===== config.mk =====
export PLATFORM = sky130hd
export DESIGN_NAME = led_chaser_pattern_sequencer_top
export DESIGN_NICKNAME = d
export VERILOG_FILES = /design/src/hdl/lcps_pkg.sv /design/src/hdl/lcps_ctrl.sv /design/src/hdl/lcps_datapath.sv /design/src/hdl/led_chaser_pattern_sequencer_top.sv
export SDC_FILE = /design/constraint.sdc
export NUM_CORES = 1
export LEC_CHECK = 0
export BUFFER_PORTS_ARGS = -buffer_cell sky130_fd_sc_hd__clkbuf_2
export CORE_MARGIN = 2
export CORE_UTILIZATION = 45
export CTS_BUF_LIST = sky130_fd_sc_hd__clkbuf_2 sky130_fd_sc_hd__clkbuf_4 sky130_fd_sc_hd__clkbuf_8
export DETAILED_ROUTE_END_ITERATION = 10
export PLACE_DENSITY = 0.75
export SYNTH_ARGS = -nofsm -noshare
export SYNTH_HDL_FRONTEND = slang
export SYNTH_SLANG_ARGS = --single-unit

===== constraint.sdc =====
create_clock -name clk -period 8.84 [get_ports clk]
set_input_delay 0.442 -clock clk [delete_from_list [all_inputs] [get_ports clk]]
set_output_delay 0.442 -clock clk [all_outputs]
set_load 0.01 [all_outputs]

===== src/hdl/lcps_pkg.sv =====
// ----------------------------------------------------------------------------
// lcps_pkg
// Shared types and constants for the LED chaser pattern sequencer.
// ----------------------------------------------------------------------------
package lcps_pkg;

    localparam int COLOR_W    = 24;
    localparam int LIGHT_W    = 6;   // light count / light counter width
    localparam int INDEX_W    = 5;   // light_index field width
    localparam int MAX_LIGHTS = 32;
    localparam int CFG_IDX_W  = 3;
    localparam int CFG_DATA_W = 10;
    localparam int OFFSET_W   = 10;  // frames within a motion or pause phase

    // Configuration register indexes
    localparam logic [CFG_IDX_W-1:0] REG_NUM_LIGHTS  = 3'd0;
    localparam logic [CFG_IDX_W-1:0] REG_GROUP_LEFT  = 3'd1;
    localparam logic [CFG_IDX_W-1:0] REG_GROUP_RIGHT = 3'd2;
    localparam logic [CFG_IDX_W-1:0] REG_BLINK_COUNT = 3'd3;
    localparam logic [CFG_IDX_W-1:0] REG_BLINK_PAUSE = 3'd4;
    localparam logic [CFG_IDX_W-1:0] REG_END_PAUSE   = 3'd5;

    typedef enum logic [2:0] {
        PH_SCROLL_LEFT  = 3'd0,
        PH_SCROLL_RIGHT = 3'd1,
        PH_FILL_LEFT    = 3'd2,
        PH_CRISS        = 3'd3,
        PH_FILL_RIGHT   = 3'd4,
        PH_BLINK        = 3'd5,
        PH_PAUSE        = 3'd6
    } phase_t;

    typedef struct packed {
        logic [COLOR_W-1:0] on_color;
        logic [COLOR_W-1:0] off_color;
    } item_t;

    typedef struct packed {
        logic [INDEX_W-1:0] light_index;
        logic [COLOR_W-1:0] color;
        logic               lit;
        logic [2:0]         phase;
        logic               last;
    } result_t;

    // controller -> datapath
    typedef struct packed {
        logic start;    // latch frame colors, rewind light counter
        logic emit;     // load result register with current light
        logic advance;  // step the frame sequence
    } lcps_cmd_t;

    // datapath -> controller
    typedef struct packed {
        logic last_light;
    } lcps_stat_t;

endpackage


===== src/hdl/lcps_ctrl.sv =====
// ----------------------------------------------------------------------------
// lcps_ctrl
// Frame controller: takes one frame beat, then issues one light per cycle
// into the result register as the consumer drains it.
// ----------------------------------------------------------------------------
module lcps_ctrl (
    input  logic              clk,
    input  logic              rst_n,
    input  logic              item_valid,
    output logic              item_ready,
    output logic              result_valid,
    input  logic              result_ready,
    input  lcps_pkg::lcps_stat_t stat,
    output lcps_pkg::lcps_cmd_t  cmd
);
    import lcps_pkg::*;

    typedef enum logic {
        ST_IDLE,
        ST_RUN
    } state_t;

    state_t state_reg, state_next;
    logic   out_valid_reg, out_valid_next;
    logic   can_load;

    assign item_ready   = (state_reg == ST_IDLE);
    assign result_valid = out_valid_reg;
    assign can_load     = !out_valid_reg || result_ready;

    always_comb
    begin
        state_next     = state_reg;
        out_valid_next = out_valid_reg;
        cmd            = '0;
        if (out_valid_reg && result_ready)
        begin
            out_valid_next = 1'b0;
        end
        case (state_reg)
            ST_IDLE:
            begin
                if (item_valid)
                begin
                    cmd.start  = 1'b1;
                    state_next = ST_RUN;
                end
            end
            ST_RUN:
            begin
                if (can_load)
                begin
                    cmd.emit       = 1'b1;
                    out_valid_next = 1'b1;
                    if (stat.last_light)
                    begin
                        cmd.advance = 1'b1;
                        state_next  = ST_IDLE;
                    end
                end
            end
            default:
            begin
                state_next = ST_IDLE;
            end
        endcase
    end

    always_ff @(posedge clk or negedge rst_n)
    begin
        if (!rst_n)
        begin
            state_reg     <= ST_IDLE;
            out_valid_reg <= 1'b0;
        end
        else
        begin
            state_reg     <= state_next;
            out_valid_reg <= out_valid_next;
        end
    end

endmodule


===== src/hdl/lcps_datapath.sv =====
// ----------------------------------------------------------------------------
// lcps_datapath
// Config registers, phase tracker, per-light pattern decision and the
// result register.
// ----------------------------------------------------------------------------
module lcps_datapath (
    input  logic                                clk,
    input  logic                                rst_n,
    input  logic                                cfg_write,
    input  logic [lcps_pkg::CFG_IDX_W-1:0]      cfg_index,
    input  logic [lcps_pkg::CFG_DATA_W-1:0]     cfg_data,
    input  lcps_pkg::item_t                     item,
    input  lcps_pkg::lcps_cmd_t                 cmd,
    output lcps_pkg::lcps_stat_t                stat,
    output lcps_pkg::result_t                   result
);
    import lcps_pkg::*;

    // configuration
    logic [5:0]          num_lights_reg, group_left_reg, group_right_reg;
    logic [7:0]          blink_count_reg, blink_pause_reg;
    logic [9:0]          end_pause_reg;
    logic                cfg_hit;

    // frame sequence state (equivalent to a single frame step count)
    phase_t              phase_reg, phase_next;
    logic [OFFSET_W-1:0] offset_reg, offset_next;
    logic [7:0]          sub_reg, sub_next;       // frames into blink half period
    logic [7:0]          periods_reg, periods_next;
    logic                parity_reg, parity_next;

    // frame beat
    logic [COLOR_W-1:0]  on_reg, off_reg;
    logic [LIGHT_W-1:0]  light_reg;
    result_t             result_reg;

    logic [LIGHT_W-1:0]  nl;
    logic [OFFSET_W:0]   offset_inc;
    logic [8:0]          sub_inc, periods_inc;
    logic                blink_on;
    phase_t              after_fill;
    phase_t              after_blink;
    logic [6:0]          n7, s7, m7, gl7, gr7;
    logic                lit;
    logic                left_grp, right_grp;

    // light count clamped to 1..MAX_LIGHTS
    always_comb
    begin
        if (num_lights_reg == '0)
            nl = LIGHT_W'(1);
        else if (num_lights_reg > LIGHT_W'(MAX_LIGHTS))
            nl = LIGHT_W'(MAX_LIGHTS);
        else
            nl = num_lights_reg;
    end

    assign cfg_hit = cfg_write && (cfg_index <= REG_END_PAUSE);

    // ---- frame sequence stepping ----
    assign offset_inc  = {1'b0, offset_reg} + 1'b1;
    assign sub_inc     = {1'b0, sub_reg} + 1'b1;
    assign periods_inc = {1'b0, periods_reg} + 1'b1;
    assign blink_on    = (blink_pause_reg != '0) && (blink_count_reg != '0);
    assign after_blink = (end_pause_reg != '0) ? PH_PAUSE : PH_SCROLL_LEFT;
    assign after_fill  = blink_on ? PH_BLINK : after_blink;

    always_comb
    begin
        phase_next   = phase_reg;
        offset_next  = offset_reg;
        sub_next     = sub_reg;
        periods_next = periods_reg;
        parity_next  = parity_reg;
        if (cfg_hit)
        begin
            phase_next   = PH_SCROLL_LEFT;
            offset_next  = '0;
            sub_next     = '0;
            periods_next = '0;
            parity_next  = 1'b0;
        end
        else if (cmd.advance)
        begin
            case (phase_reg)
                PH_SCROLL_LEFT, PH_SCROLL_RIGHT, PH_FILL_LEFT, PH_CRISS, PH_FILL_RIGHT:
                begin
                    if (offset_inc == (OFFSET_W+1)'(nl))
                    begin
                        offset_next  = '0;
                        sub_next     = '0;
                        periods_next = '0;
                        parity_next  = 1'b0;
                        if (phase_reg == PH_FILL_RIGHT)
                            phase_next = after_fill;
                        else
                            phase_next = phase_t'(phase_reg + 3'd1);
                    end
                    else
                    begin
                        offset_next = offset_inc[OFFSET_W-1:0];
                    end
                end
                PH_BLINK:
                begin
                    if (sub_inc == {1'b0, blink_pause_reg})
                    begin
                        sub_next    = '0;
                        parity_next = !parity_reg;
                        if (periods_inc == {1'b0, blink_count_reg})
                        begin
                            phase_next  = after_blink;
                            offset_next = '0;
                        end
                        else
                        begin
                            periods_next = periods_inc[7:0];
                        end
                    end
                    else
                    begin
                        sub_next = sub_inc[7:0];
                    end
                end
                PH_PAUSE:
                begin
                    if (offset_inc == {1'b0, end_pause_reg})
                    begin
                        phase_next  = PH_SCROLL_LEFT;
                        offset_next = '0;
                    end
                    else
                    begin
                        offset_next = offset_inc[OFFSET_W-1:0];
                    end
                end
                default:
                begin
                    phase_next  = PH_SCROLL_LEFT;
                    offset_next = '0;
                end
            endcase
        end
    end

    // ---- pattern decision for the current light ----
    assign n7  = {1'b0, light_reg};
    assign s7  = 7'(offset_reg[LIGHT_W-1:0]);
    assign m7  = 7'(nl) - 7'd1 - s7;
    assign gl7 = {1'b0, group_left_reg};
    assign gr7 = {1'b0, group_right_reg};
    assign left_grp  = (n7 >= s7) && (n7 < s7 + gl7);
    assign right_grp = (n7 <= m7) && (n7 + gl7 > m7);

    always_comb
    begin
        case (phase_reg)
            PH_SCROLL_LEFT:  lit = left_grp;
            PH_SCROLL_RIGHT: lit = (n7 <= m7) && (n7 + gr7 > m7);
            PH_FILL_LEFT:    lit = (n7 <= s7);
            PH_CRISS:        lit = left_grp || right_grp;
            PH_FILL_RIGHT:   lit = (n7 >= m7);
            PH_BLINK:        lit = light_reg[0] ^ parity_reg;
            default:         lit = 1'b0;
        endcase
    end

    assign stat.last_light = (light_reg + LIGHT_W'(1)) == nl;
    assign result          = result_reg;

    // ---- control registers ----
    always_ff @(posedge clk or negedge rst_n)
    begin
        if (!rst_n)
        begin
            num_lights_reg  <= 6'd32;
            group_left_reg  <= 6'd1;
            group_right_reg <= 6'd1;
            blink_count_reg <= 8'd4;
            blink_pause_reg <= 8'd8;
            end_pause_reg   <= 10'd32;
            phase_reg       <= PH_SCROLL_LEFT;
            offset_reg      <= '0;
            sub_reg         <= '0;
            periods_reg     <= '0;
            parity_reg      <= 1'b0;
            light_reg       <= '0;
        end
        else
        begin
            if (cfg_write)
            begin
                case (cfg_index)
                    REG_NUM_LIGHTS:  num_lights_reg  <= cfg_data[5:0];
                    REG_GROUP_LEFT:  group_left_reg  <= cfg_data[5:0];
                    REG_GROUP_RIGHT: group_right_reg <= cfg_data[5:0];
                    REG_BLINK_COUNT: blink_count_reg <= cfg_data[7:0];
                    REG_BLINK_PAUSE: blink_pause_reg <= cfg_data[7:0];
                    REG_END_PAUSE:   end_pause_reg   <= cfg_data;
                    default:         ;
                endcase
            end
            phase_reg   <= phase_next;
            offset_reg  <= offset_next;
            sub_reg     <= sub_next;
            periods_reg <= periods_next;
            parity_reg  <= parity_next;
            if (cmd.start)
                light_reg <= '0;
            else if (cmd.emit)
                light_reg <= light_reg + LIGHT_W'(1);
        end
    end

    // ---- payload registers ----
    always_ff @(posedge clk)
    begin
        if (cmd.start)
        begin
            on_reg  <= item.on_color;
            off_reg <= item.off_color;
        end
        if (cmd.emit)
        begin
            result_reg.light_index <= light_reg[INDEX_W-1:0];
            result_reg.color       <= lit ? on_reg : off_reg;
            result_reg.lit         <= lit;
            result_reg.phase       <= phase_reg;
            result_reg.last        <= stat.last_light;
        end
    end

endmodule


===== src/hdl/led_chaser_pattern_sequencer_top.sv =====
// ----------------------------------------------------------------------------
// led_chaser_pattern_sequencer_top
// LED chaser: one frame beat in, one result beat per light out.
// ----------------------------------------------------------------------------
// Each accepted item beat is one frame tick carrying an on and an off color.
// The block answers with num_lights result beats (clamped to 1..32), light 0
// first, the final one flagged by last. Results leave one per cycle, while
// the consumer does not stall, from a single output register. The next frame
// beat is taken once the final light of the current frame sits in the output
// register, even if it has not been taken yet. The pattern steps through
// scroll left, scroll right, fill left, criss-cross, fill right, alternate
// blink (skipped when blink count or blink pause is zero) and a dark pause
// (skipped when end_pause is zero), then restarts; it advances once per
// frame. Config writes (cfg_write, cfg_index, cfg_data) take effect in the
// cycle after the write and restart the pattern; indexes past end_pause are
// ignored. Write config only while no frame is in flight.
// ----------------------------------------------------------------------------
module led_chaser_pattern_sequencer_top (
    input  logic                             clk,
    input  logic                             rst_n,
    input  logic                             cfg_write,
    input  logic [lcps_pkg::CFG_IDX_W-1:0]   cfg_index,
    input  logic [lcps_pkg::CFG_DATA_W-1:0]  cfg_data,
    input  logic                             item_valid,
    output logic                             item_ready,
    input  lcps_pkg::item_t                  item,
    output logic                             result_valid,
    input  logic                             result_ready,
    output lcps_pkg::result_t                result
);
    import lcps_pkg::*;

    lcps_cmd_t  cmd;
    lcps_stat_t stat;

    // Controller: frame handshake and output register occupancy.
    lcps_ctrl u_ctrl (
        .clk          (clk),
        .rst_n        (rst_n),
        .item_valid   (item_valid),
        .item_ready   (item_ready),
        .result_valid (result_valid),
        .result_ready (result_ready),
        .stat         (stat),
        .cmd          (cmd)
    );

    // Datapath: config, phase tracking, lit decision, result payload.
    lcps_datapath u_dp (
        .clk       (clk),
        .rst_n     (rst_n),
        .cfg_write (cfg_write),
        .cfg_index (cfg_index),
        .cfg_data  (cfg_data),
        .item      (item),
        .cmd       (cmd),
        .stat      (stat),
        .result    (result)
    );

endmodule

# [Word-level counts from Yosys, hierarchy flattened]
# Index checks and enable logic that the tools add are counted.
[op_classes] mux=49 order_cmp=9 n_eq_ne=21 n_bitwise=2 add_sub_neg=10 reduce_logical=31
[ops] op="two-way mux 8 bit" count=8
[ops] op="two-way mux 10 bit" count=6
[ops] op="case mux 8 bit (2 select lines)" count=2
[ops] op="case mux 10 bit (3 select lines)" count=1
[ops] op="two-way mux 3 bit" count=9
[ops] op="two-way mux 24 bit" count=1
[ops] op="two-way mux 6 bit" count=4
[ops] op="adder 6 x 6 -> 7 bit" count=3
[ops] op="adder 8 x 1 -> 9 bit, second input constant" count=2
[ops] op="equality test 9 x 8 -> 1 bit" count=2
[ops] op="nonzero test 8 bit" count=2
[ops] op="equality test 3 bit, second input constant" count=5
[ops] op="greater-than comparator 7 bit" count=2
[ops] op="equality test 3 x 2 -> 1 bit, second input constant" count=4
[ops] op="two-way mux 1 bit" count=12
[ops] op="!= test 3 x 1 -> 1 bit, second input constant" count=4
[ops] op="AND reduction 2 bit" count=6
[ops] op="adder 10 x 1 -> 11 bit, second input constant" count=1
[ops] op="equality test 11 x 10 -> 1 bit" count=1
[ops] op="equality test 11 x 6 -> 1 bit" count=1
[ops] op="AND reduction 5 bit" count=2
[ops] op="nonzero test 10 bit" count=1
[ops] op="case mux 3 bit (3 select lines)" count=1
[ops] op=">= comparator 6 x 7 -> 1 bit" count=1
[ops] op="28 further kinds" count=41
[totals] elab_cells=143 regBits=164 input_bits=66

# [Longest topological paths before layout]
# Gate-level depths: netlist of run 1.
[logic_depth] ltp_word=10 ltp_mapped=18 ltp_nobuf=17

# [By module]
# From an unflattened synthesis of run 1, not the netlist that was laid out.
[unflattened] cells_unflattened=939 area_unflattened_um2=10017.1
[by_module_without_submodules] module="lcps_datapath" seq_area_each_um2=4471.8 n_inst=1 cells_each=929 area_per_inst_um2=9913.3
[by_module_without_submodules] module="lcps_ctrl" seq_area_each_um2=50.0 n_inst=1 cells_each=10 area_per_inst_um2=103.8

# [Worst setup path after synthesis of run 1]
# Ideal clock, no wire load.
[synth_timing] kind="reg-to-reg" from="register u_dp.num_lights_reg[5]" to="register u_dp.result_reg (netlist bit u_dp.result[10]) (data pin)" synth_period_minus_slack_ns=4.325 path_buffers=2 path_slack_ns=4.515 path_stages_with_launch=18 required_time_ns=8.580 t_arrival_ns=4.065 path_cell_list="dfstp_2 -> clkbuf_1 -> o21bai_1 -> inv_1 -> ha_1 -> a21o_1 -> a21oi_1 -> xor2_1 -> ha_1 -> a21oi_1 -> o21ai_0 -> maj3_1 -> maj3_1 -> a32oi_1 -> a31oi_2 -> nor2_4 -> buf_12 -> mux2_4"
[synth_via] elab_chain_len=10 elab_cells_between_ends=15 classes_between="2 x add/sub; 5 x order compare; 4 x mux; 4 x reduce/logical"
[synth_lines] item="from (decl)" line="lcps_datapath.sv:20" rtl="logic [5:0] num_lights_reg, group_left_reg, group_right_reg;"
[synth_lines] item="from (signal assigned)" line="lcps_datapath.sv:194" rtl="REG_NUM_LIGHTS: num_lights_reg <= cfg_data[5:0];"
[synth_lines] item="greater-than comparator 6 bit" line="lcps_datapath.sv:52" rtl="else if (num_lights_reg > LIGHT_W'(MAX_LIGHTS))"
[synth_lines] item="two-way mux 6 bit" line="lcps_datapath.sv:52"
[synth_lines] item="two-way mux 6 bit *" line="lcps_datapath.sv:50" rtl="if (num_lights_reg == '0)"
[synth_lines] item="subtractor 6 x 1 -> 7 bit *" line="lcps_datapath.sv:149" rtl="assign m7 = 7'(nl) - 7'd1 - s7;"
[synth_lines] item="subtractor 7 x 6 -> 7 bit *" line="lcps_datapath.sv:149"
[synth_lines] item="<= comparator 6 x 7 -> 1 bit / greater-than comparator 7 bit (equally long branches)" line="lcps_datapath.sv:153, lcps_datapath.sv:159"
[synth_lines] item="logical AND 1 bit" line="lcps_datapath.sv:153" rtl="assign right_grp = (n7 <= m7) && (n7 + gl7 > m7);"
[synth_lines] item="logical OR 1 bit" line="lcps_datapath.sv:161" rtl="PH_CRISS: lit = left_grp || right_grp;"
[synth_lines] item="case mux 1 bit (6 select lines) *" line="lcps_datapath.sv:157" rtl="case (phase_reg)"
[synth_lines] item="two-way mux 24 bit *" line="lcps_datapath.sv:226" rtl="result_reg.color <= lit ? on_reg : off_reg;"
[synth_lines] item="to (decl)" line="lcps_datapath.sv:35" rtl="result_t result_reg;"
# Every way passes the cells marked *; elsewhere a longest branch is shown, timed or not.
# A chain may end at the register's enable or synchronous reset.

# [Final worst setup path of run 1]
[layout_timing] from="register u_dp.num_lights_reg[5]" to="register u_dp.result_reg (netlist bit u_dp.result[28]) (data pin)"
# The elaborated chain is that of the path after synthesis.

==> impl_results.md, run 1 <==
- RSZ-0062 raised after global routing: false
- Slew @ Worst Pin: around 1200 ps
- Antenna Violating Nets Remaining: 0
- Post-synth top cells: edfxtp_1, dfrtp_1, ha_1, nand2_1, mux2_2
- Yosys top cell area share: around a quarter
- Cell taking the most area after synthesis: edfxtp_1
- Non-Filler Instances: 1,181
- Hold Vio Cnt, Final: 0
- Worst VDD drop: between 0.0002 and 0.00025 V
- Fmax: approximately 200 MHz
- Grt ovf: 0
- Syn. warnings: 0
- HPWL after detailed placement: approximately 15,000 microns
- Layout Skew: a little under 9 ps
- Ys async rst share: between 50% and 60%
- Final setup vio count: 0
- Die Area: between 20,000 and 25,000 sq um
- Die Wd: about 150 microns
- Nets: roughly 1,000
- CP bufs+invs: 1
- Ys flop type: edfxtp_1
- Diodes inserted: 0
- Pin count of the biggest net entering global routing: 49
- # Max-Cap Violations: 0
- Most frequent cell after synthesis: edfxtp_1
- Sequential-to-total area share from yosys stat: 48.5%
- All-Layer GR Usage: 20.1%
- PwrDens: 290 nW/um^2
- Minimum clock period: just under 5000 ps
- Io pins: a little over 100
- Layout area overhead: 13.2%
- Synthesized area per cell: approximately 12 sq um
- Number of global-route vias before repair: about 6,400
- Reg2reg setup slack: between 3000 and 4000 ps
- DRC viols: 0
- Post-CTS sizing: 0
- Clock transition at path regs: approximately 90 ps
- Unique cell type count in the Yosys netlist: 75
- Leakage: around 0.0045 uW
- Design area: 10,600 sq um
- FF-to-FF path depth: 15
- Critical Path, Cell by Cell: o21bai_1 > inv_1 > ha_1 > a21o_1 > a21oi_1 > xor2_1 > ha_1 > a21oi_1 > o21ai_0 > maj3_1 > maj3_1 > a32oi_1 > a31oi_2 > nor2_4 > mux2_2
- Setup_tns: 0 ps
- WS Path Type: reg -> reg
- DR vias/cell: around 5.5
- Count of state elements after synthesis: approximately 160
- CTS tree: yes
- Max reg flops: 34
- Synth Cell Area: 9330 sq um
- CTS buffer count: 17
- Rows: 52
- Root buffer cell: clkbuf_8
- Slack of the critical path: about 3900 ps
- Top delay family on crit path: adder cells
- Overall power: between 3000 and 4000 uW
- Layout cell share with drive strength beyond 1: between 20% and 30%
- Crit path DAT: between 5000 and 6000 ps
- I/O Buffers: between 100 and 150
- Routed WL: ~21,000 microns
- Starting density of the core: 46.0%
- Max-slew violations: 0
- Hold path cells: 1
- TritonRoute pass-1 iters: 4
- First-pass GRT wire length: roughly 34,000 microns
- Clk sinks: approximately 160
- Number of synthesized flops with an enable pin: 82
- Crit path required time: a little over 9000 ps
- Worst path depth: 15
- CTS H-tree depth: 4
- Syn nets: a little over 900
- Initial antenna violation count: 0
- Critical path fanouts, max: 25
- Crit share post-route: between 50% and 60%
- Hold Crit Class: in -> reg
- Pre-CTS setup slack: slightly below 4000 ps
- Maximum clock path buffer count: 2
- Vias: roughly 6,500
- Crit path max-delay cell type: nor2_4
- Chip height: roughly 150 microns
- Slew margin rel.: roughly 17%
- Area after DPL: about 10,000 sq um
- CP Launch Type: flop
- RePlAce Congestion: a little under 0.9
- CP peak stage delay: around 740 ps
- Endpoint class of the critical path: flop
- Worst-Skew Late Latency: 450 ps
- Status: completed
- Core area: 20,300 sq um
- Post-Syn Instances: 790
- Routed wire per std cell: roughly 18 microns
- Top cells by area, synth: edfxtp_1, dfrtp_1, ha_1, mux2_2, xnor2_1
- Initial DRC Count: between 200 and 300
- Placed Cells: about 1,100
## cell type report
class | instances | area, sq um
Fill cell | 1809 | 9730
Timing Repair Buffer | 105 | 541
Multi-Input combinational cell | 580 | 4600
Sequential cell | 164 | 4520
Inverter | 31 | 116
Tap cell | 270 | 338
Clock buffer | 17 | 234
Clock inverter | 14 | 213
## power by group
part	switching, uW	internal [uW]
sequential	138	1010
combinational	658	644
clock	301	317
## cells in the final DEF, fill, tap and decap left out, drive strengths merged, types with 31 or more instances in the layout
cell type,instances
ha,58
dfrtp,76
a21oi,35
clkbuf,117
edfxtp,82
o21ai,39
inv,37
nand3,31
mux2,69
nor2,37
xnor2,41
nand2,58
## kinds of logic (layout without fill, tap and decap cells)
| family | count (synthesis) | in the layout | synth area share, % |
|---|---|---|---|
| multiplexers | 74 | 74 | 9.63 |
| flip-flops | 164 | 164 | 48.5 |
| buffers and inverters | 46 | 167 | 2.23 |
| AND/OR/NAND/NOR | 218 | 218 | 12.4 |
| adder cells (fa/ha/maj) | 68 | 68 | 9.28 |
| XOR/XNOR | 60 | 60 | 6.37 |
| AO/OA/AOI/OAI | 160 | 160 | 11.7 |
## metrics by stage
step                      util [%]  hold slack (ps)
after floorplan                  -              146
after global placement        49.8              436
after detailed placement      49.8              435
after CTS                     52.0              126
after global routing          52.0              123
final                         52.0              154
## path summary, 6_finish.rpt
kind | endpoint | from
setup reg to reg | u_dp.result[28]$_DFFE_PP_ | u_dp.num_lights_reg[5]$_DFFE_PN1P_
min in group asynchronous | u_dp.offset_reg[4]$_DFFE_PN0P_ | rst_n
max in group asynchronous | u_ctrl.state_reg$_DFF_PN0_ | rst_n
setup / recovery | u_dp.result[28]$_DFFE_PP_ | u_dp.num_lights_reg[5]$_DFFE_PN1P_
hold / removal | u_dp.on_reg[8]$_DFFE_PP_ | item[32]
hold reg to reg | u_ctrl.result_valid$_DFF_PN0_ | u_ctrl.state_reg$_DFF_PN0_
## layer usage
| metal | vias up | global-route usage, % | wire, microns |
|---|---|---|---|
| met4 | 0 | 5.67 | 342 |
| met3 | 24 | 5.80 | 1420 |
| li1 | 3165 | - | - |
| met2 | 197 | 33.3 | 9940 |
| met1 | 3153 | 25.8 | 9300 |
| met5 | - | 0 | 0 |
## repair_timing
item	4_1_cts	5_1_grt
hold buffers	1	0
hold endpoints to repair	33	0
setup buffers	0	0
Note: power is estimated with default switching activity, not from simulation.
==> run 2: changes to the inputs <==
--- a/config.mk
+++ b/config.mk
@@ -5,12 +5,13 @@
 export SDC_FILE = /design/constraint.sdc
 export NUM_CORES = 1
 export LEC_CHECK = 0
+export ABC_AREA = 1
 export BUFFER_PORTS_ARGS = -buffer_cell sky130_fd_sc_hd__clkbuf_2
 export CORE_MARGIN = 2
 export CORE_UTILIZATION = 45
 export CTS_BUF_LIST = sky130_fd_sc_hd__clkbuf_2 sky130_fd_sc_hd__clkbuf_4 sky130_fd_sc_hd__clkbuf_8
 export DETAILED_ROUTE_END_ITERATION = 10
-export PLACE_DENSITY = 0.75
+export PLACE_DENSITY = 0.77
 export SYNTH_ARGS = -nofsm -noshare
 export SYNTH_HDL_FRONTEND = slang
 export SYNTH_SLANG_ARGS = --single-unit
==> constraint.sdc (replaced) <==
create_clock -name clk -period 4 [get_ports clk]
set_input_delay 0.2 -clock clk [delete_from_list [all_inputs] [get_ports clk]]
set_output_delay 0.2 -clock clk [all_outputs]
set_load 0.01 [all_outputs]
==> impl_results.md, run 2 <==
- Status: completed
- Synth Cell Area: 9240 sq um (-1.0%)
- Leading cell type in the layout, fill and taps excluded: nand2_1
- Fmax: 263 MHz (+29%)
- Post-Syn Instances: 1,059 (+34%)
- Nets: 1,353 (+32%)
- Clock power share: 16.9% (-3.3 points)
- Hold Crit Class: in -> reg
- Initial DRC Count: 645 (+120%)
- Core area: 20,200 sq um (-0.64%)
- Rows: 52 (unchanged)
- Most frequent cells in the layout: nand2_1, inv_1, clkbuf_2
- Fin Hold WS: 30.9 ps (-123 ps)
- RePlAce Congestion: 0.980 (+12%)
- Layout area overhead: 19.3%
- HPWL after detailed placement: 16,400 microns (+6.7%)
- TritonRoute pass-1 iters: 5 (+1)
- Chip height: 147 microns (-0.50%)
- DR vias/cell: 5.27 (-4.9%)
- Crit path DAT: 4050 ps (-1070 ps)
- Die Area: 21,700 sq um (-0.99%)
- All-Layer GR Usage: 22.6% (+2.5 points)
- Grt ovf: 0 (unchanged)
- Layout Skew: 24.4 ps (+15.6 ps)
- # Max-Cap Violations: 0 (unchanged)
- Post-synth top cells: nand2_1, inv_1, nand3_1
- Synthesized area per cell: 8.72 sq um (-26%)
- Leakage: 0.00527 uW (+18%)
- Top cells by area, synth: edfxtp_1, dfrtp_1, nand2_1, ha_1, nand3_1
- CTS buffer count: 17 (unchanged)
- Placed Cells: 1,418 (+23%)
- Sw Pwr: 3000 uW (+170%)
- Sequential share of power: 36.4% (-1.0 points)
- Routed WL: 23,800 microns (+13%)
- Gate power share: 46.6% (+4.1 points)
- Non-Filler Instances: 1,508 (+28%)
- Routed wire per std cell: 15.8 microns (-11%)
- Slew margin rel.: 31.0% (+14 points)
- DRC viols: 0 (unchanged)
- Ys flop type: edfxtp_1
- Sequential-to-total area share from yosys stat: 49.0% (+0.50 points)
- Unique cell type count in the Yosys netlist: 46 (-39%)
- Number of global-route vias before repair: 7,651 (+19%)
- Setup_tns: 0 ps (unchanged)
- Syn nets: 1,187 (+29%)
- FILL cells: 1,761 (-2.7%)
- Minimum clock period: 3810 ps (-1110 ps)
- Layout cell share with drive strength beyond 1: 14.3% (-10 points)
- Slew @ Worst Pin: 1040 ps (-191 ps)
- Io pins: 102 (unchanged)
- RSZ-0062 raised after global routing: false
- Die Wd: 147 microns (-0.50%)
- Yosys top cell area share: 26.7% (+0.27 points)
- I/O Buffers: 101 (unchanged)
- Worst-Skew Late Latency: 490 ps (+40 ps)
- Worst VDD drop: 0.000387 V (+78%)
- Ys async rst share: 50.0% (unchanged)
- CP Launch Type: flop
- Maximum clock path buffer count: 2 (unchanged)
- PwrDens: 631 nW/um^2 (+120%)
- Final setup vio count: 0 (unchanged)
- WS Path Type: reg -> reg
- Initial antenna violation count: 0 (unchanged)
- Root buffer cell: clkbuf_8
- Clock transition at path regs: 110 ps (+20 ps)
- Hold Vio Cnt, Final: 0 (unchanged)
- Number of synthesized flops with an enable pin: 82 (unchanged)
- Cell taking the most area after synthesis: edfxtp_1
- Starting density of the core: 45.8% (-0.17 points)
- Critical path fanouts, max: 25 (unchanged)
- CTS H-tree depth: 4 (unchanged)
- Count of state elements after synthesis: 164 (unchanged)
- Syn. warnings: 0 (unchanged)
- Clk sinks: 164 (unchanged)
- Crit path required time: 4250 ps (-4800 ps)
- Diodes inserted: 0 (unchanged)
- Pin count of the biggest net entering global routing: 53 (+8.2%)
- Vias: 7,943 (+21%)
- Antenna Violating Nets Remaining: 0 (unchanged)
- Most frequent cell after synthesis: nand2_1
- Switching Share: 43.1% (+7.3 points)
- Int Power: 3960 uW (+100%)
- First-pass GRT wire length: 38,200 microns (+12%)
- Endpoint class of the critical path: flop
- CTS tree: yes
- Crit share post-route: 95.2% (+40 points)
- Max-slew violations: 0 (unchanged)
- Max reg flops: 34 (unchanged)
[run 2: logic make-up (layout without fill, tap and decap cells)]
logic type	Yosys count	after routing	synth area share [%]
AND/OR/NAND/NOR	543	543	25.6
flip-flops	164	164	49.0
AO/OA/AOI/OAI	124	124	7.32
buffers and inverters	127	306	5.59
XOR/XNOR	39	39	3.85
adder cells (fa/ha/maj)	62	62	8.72
[run 2: what timing repair did]
action | in CTS | in global routing
hold buffers | 53 | 0
gates resized for setup | 0 | 6
setup buffers | 0 | 5
endpoints found under the setup margin | 0 | 25
hold endpoints to repair | 101 | 0
[run 2: final timing paths]
check | start | endpoint | depth (start not counted) | slack (ps)
worst min register to register | u_dp.num_lights_reg[4]$_DFFE_PN0P_ | u_dp.num_lights_reg[4]$_DFFE_PN0P_ | 2 | 500
worst min-delay path | cfg_data[7] | u_dp.blink_pause_reg[7]$_DFFE_PN0P_ | 3 | 30
worst max register to register | u_dp.num_lights_reg[5]$_DFFE_PN1P_ | u_dp.result[11]$_DFFE_PP_ | 22 | 190
max in group asynchronous | rst_n | u_dp.num_lights_reg[5]$_DFFE_PN1P_ | 3 | 2770
worst max-delay path | u_dp.num_lights_reg[5]$_DFFE_PN1P_ | u_dp.result[11]$_DFFE_PP_ | 22 | 190
min in group asynchronous | rst_n | u_dp.periods_reg[5]$_DFFE_PN0P_ | 2 | 320
[run 2: critical path: stages, from the launching register on]
cell     delay [ps]
dfstp_2         580
inv_1            90
nand2_1          80
o21ai_0         120
ha_1            250
fa_1            440
xnor2_2         170
buf_4           140
ha_1            320
a21oi_1         160
o21ai_0         110
a21oi_1         130
nor2_1           50
nand2_1          50
nand2_1          40
nor2_1           70
o21ai_0          90
nand2_1          80
nand2_1         110
nand2_4         140
nand2_8         140
nand2_1         120
nand2_1          80
[run 2: per-stage QoR]
stage	utilization (%)	power [uW]	worst slack, ps	cell area [sq um]
floorplan	-	4740	444	9240
global placement	49.8	5410	278	10000
detailed placement	49.8	5530	130	10000
CTS	54.3	6730	109	10900
global route	54.6	7490	56.1	11000
finish	54.6	6960	194	11000
[run 2: routing by layer]
layer	vias to the layer above	track usage, %	share of wire, %
met3	72	4.29	6.2
met5	-	0	0
met2	307	39.0	49
met1	3682	27.6	41
met4	0	10.1	4.1
li1	3882	-	-
[run 2: layout make-up]
type | instances | area, sq um | share of cell area (%)
Clock buffer | 18 | 241 | 2.19
Clock inverter | 14 | 135 | 1.23
Inverter | 107 | 402 | 3.64
Multi-Input combinational cell | 768 | 4230 | 38.4
Sequential cell | 164 | 4520 | 41.0
Tap cell | 270 | 338 | 3.07
Timing Repair Buffer | 167 | 1150 | 10.5
[run 2: power by group through the flow]
stage / Combinational [uW] / Sequential (uW) / Clock [uW]
finish: 3240 / 2530 / 1180
global placement: 2870 / 2550 / 0
global route: 3670 / 2560 / 1260
detailed placement: 2980 / 2560 / 0
floorplan: 2160 / 2580 / 0
CTS: 3040 / 2520 / 1180
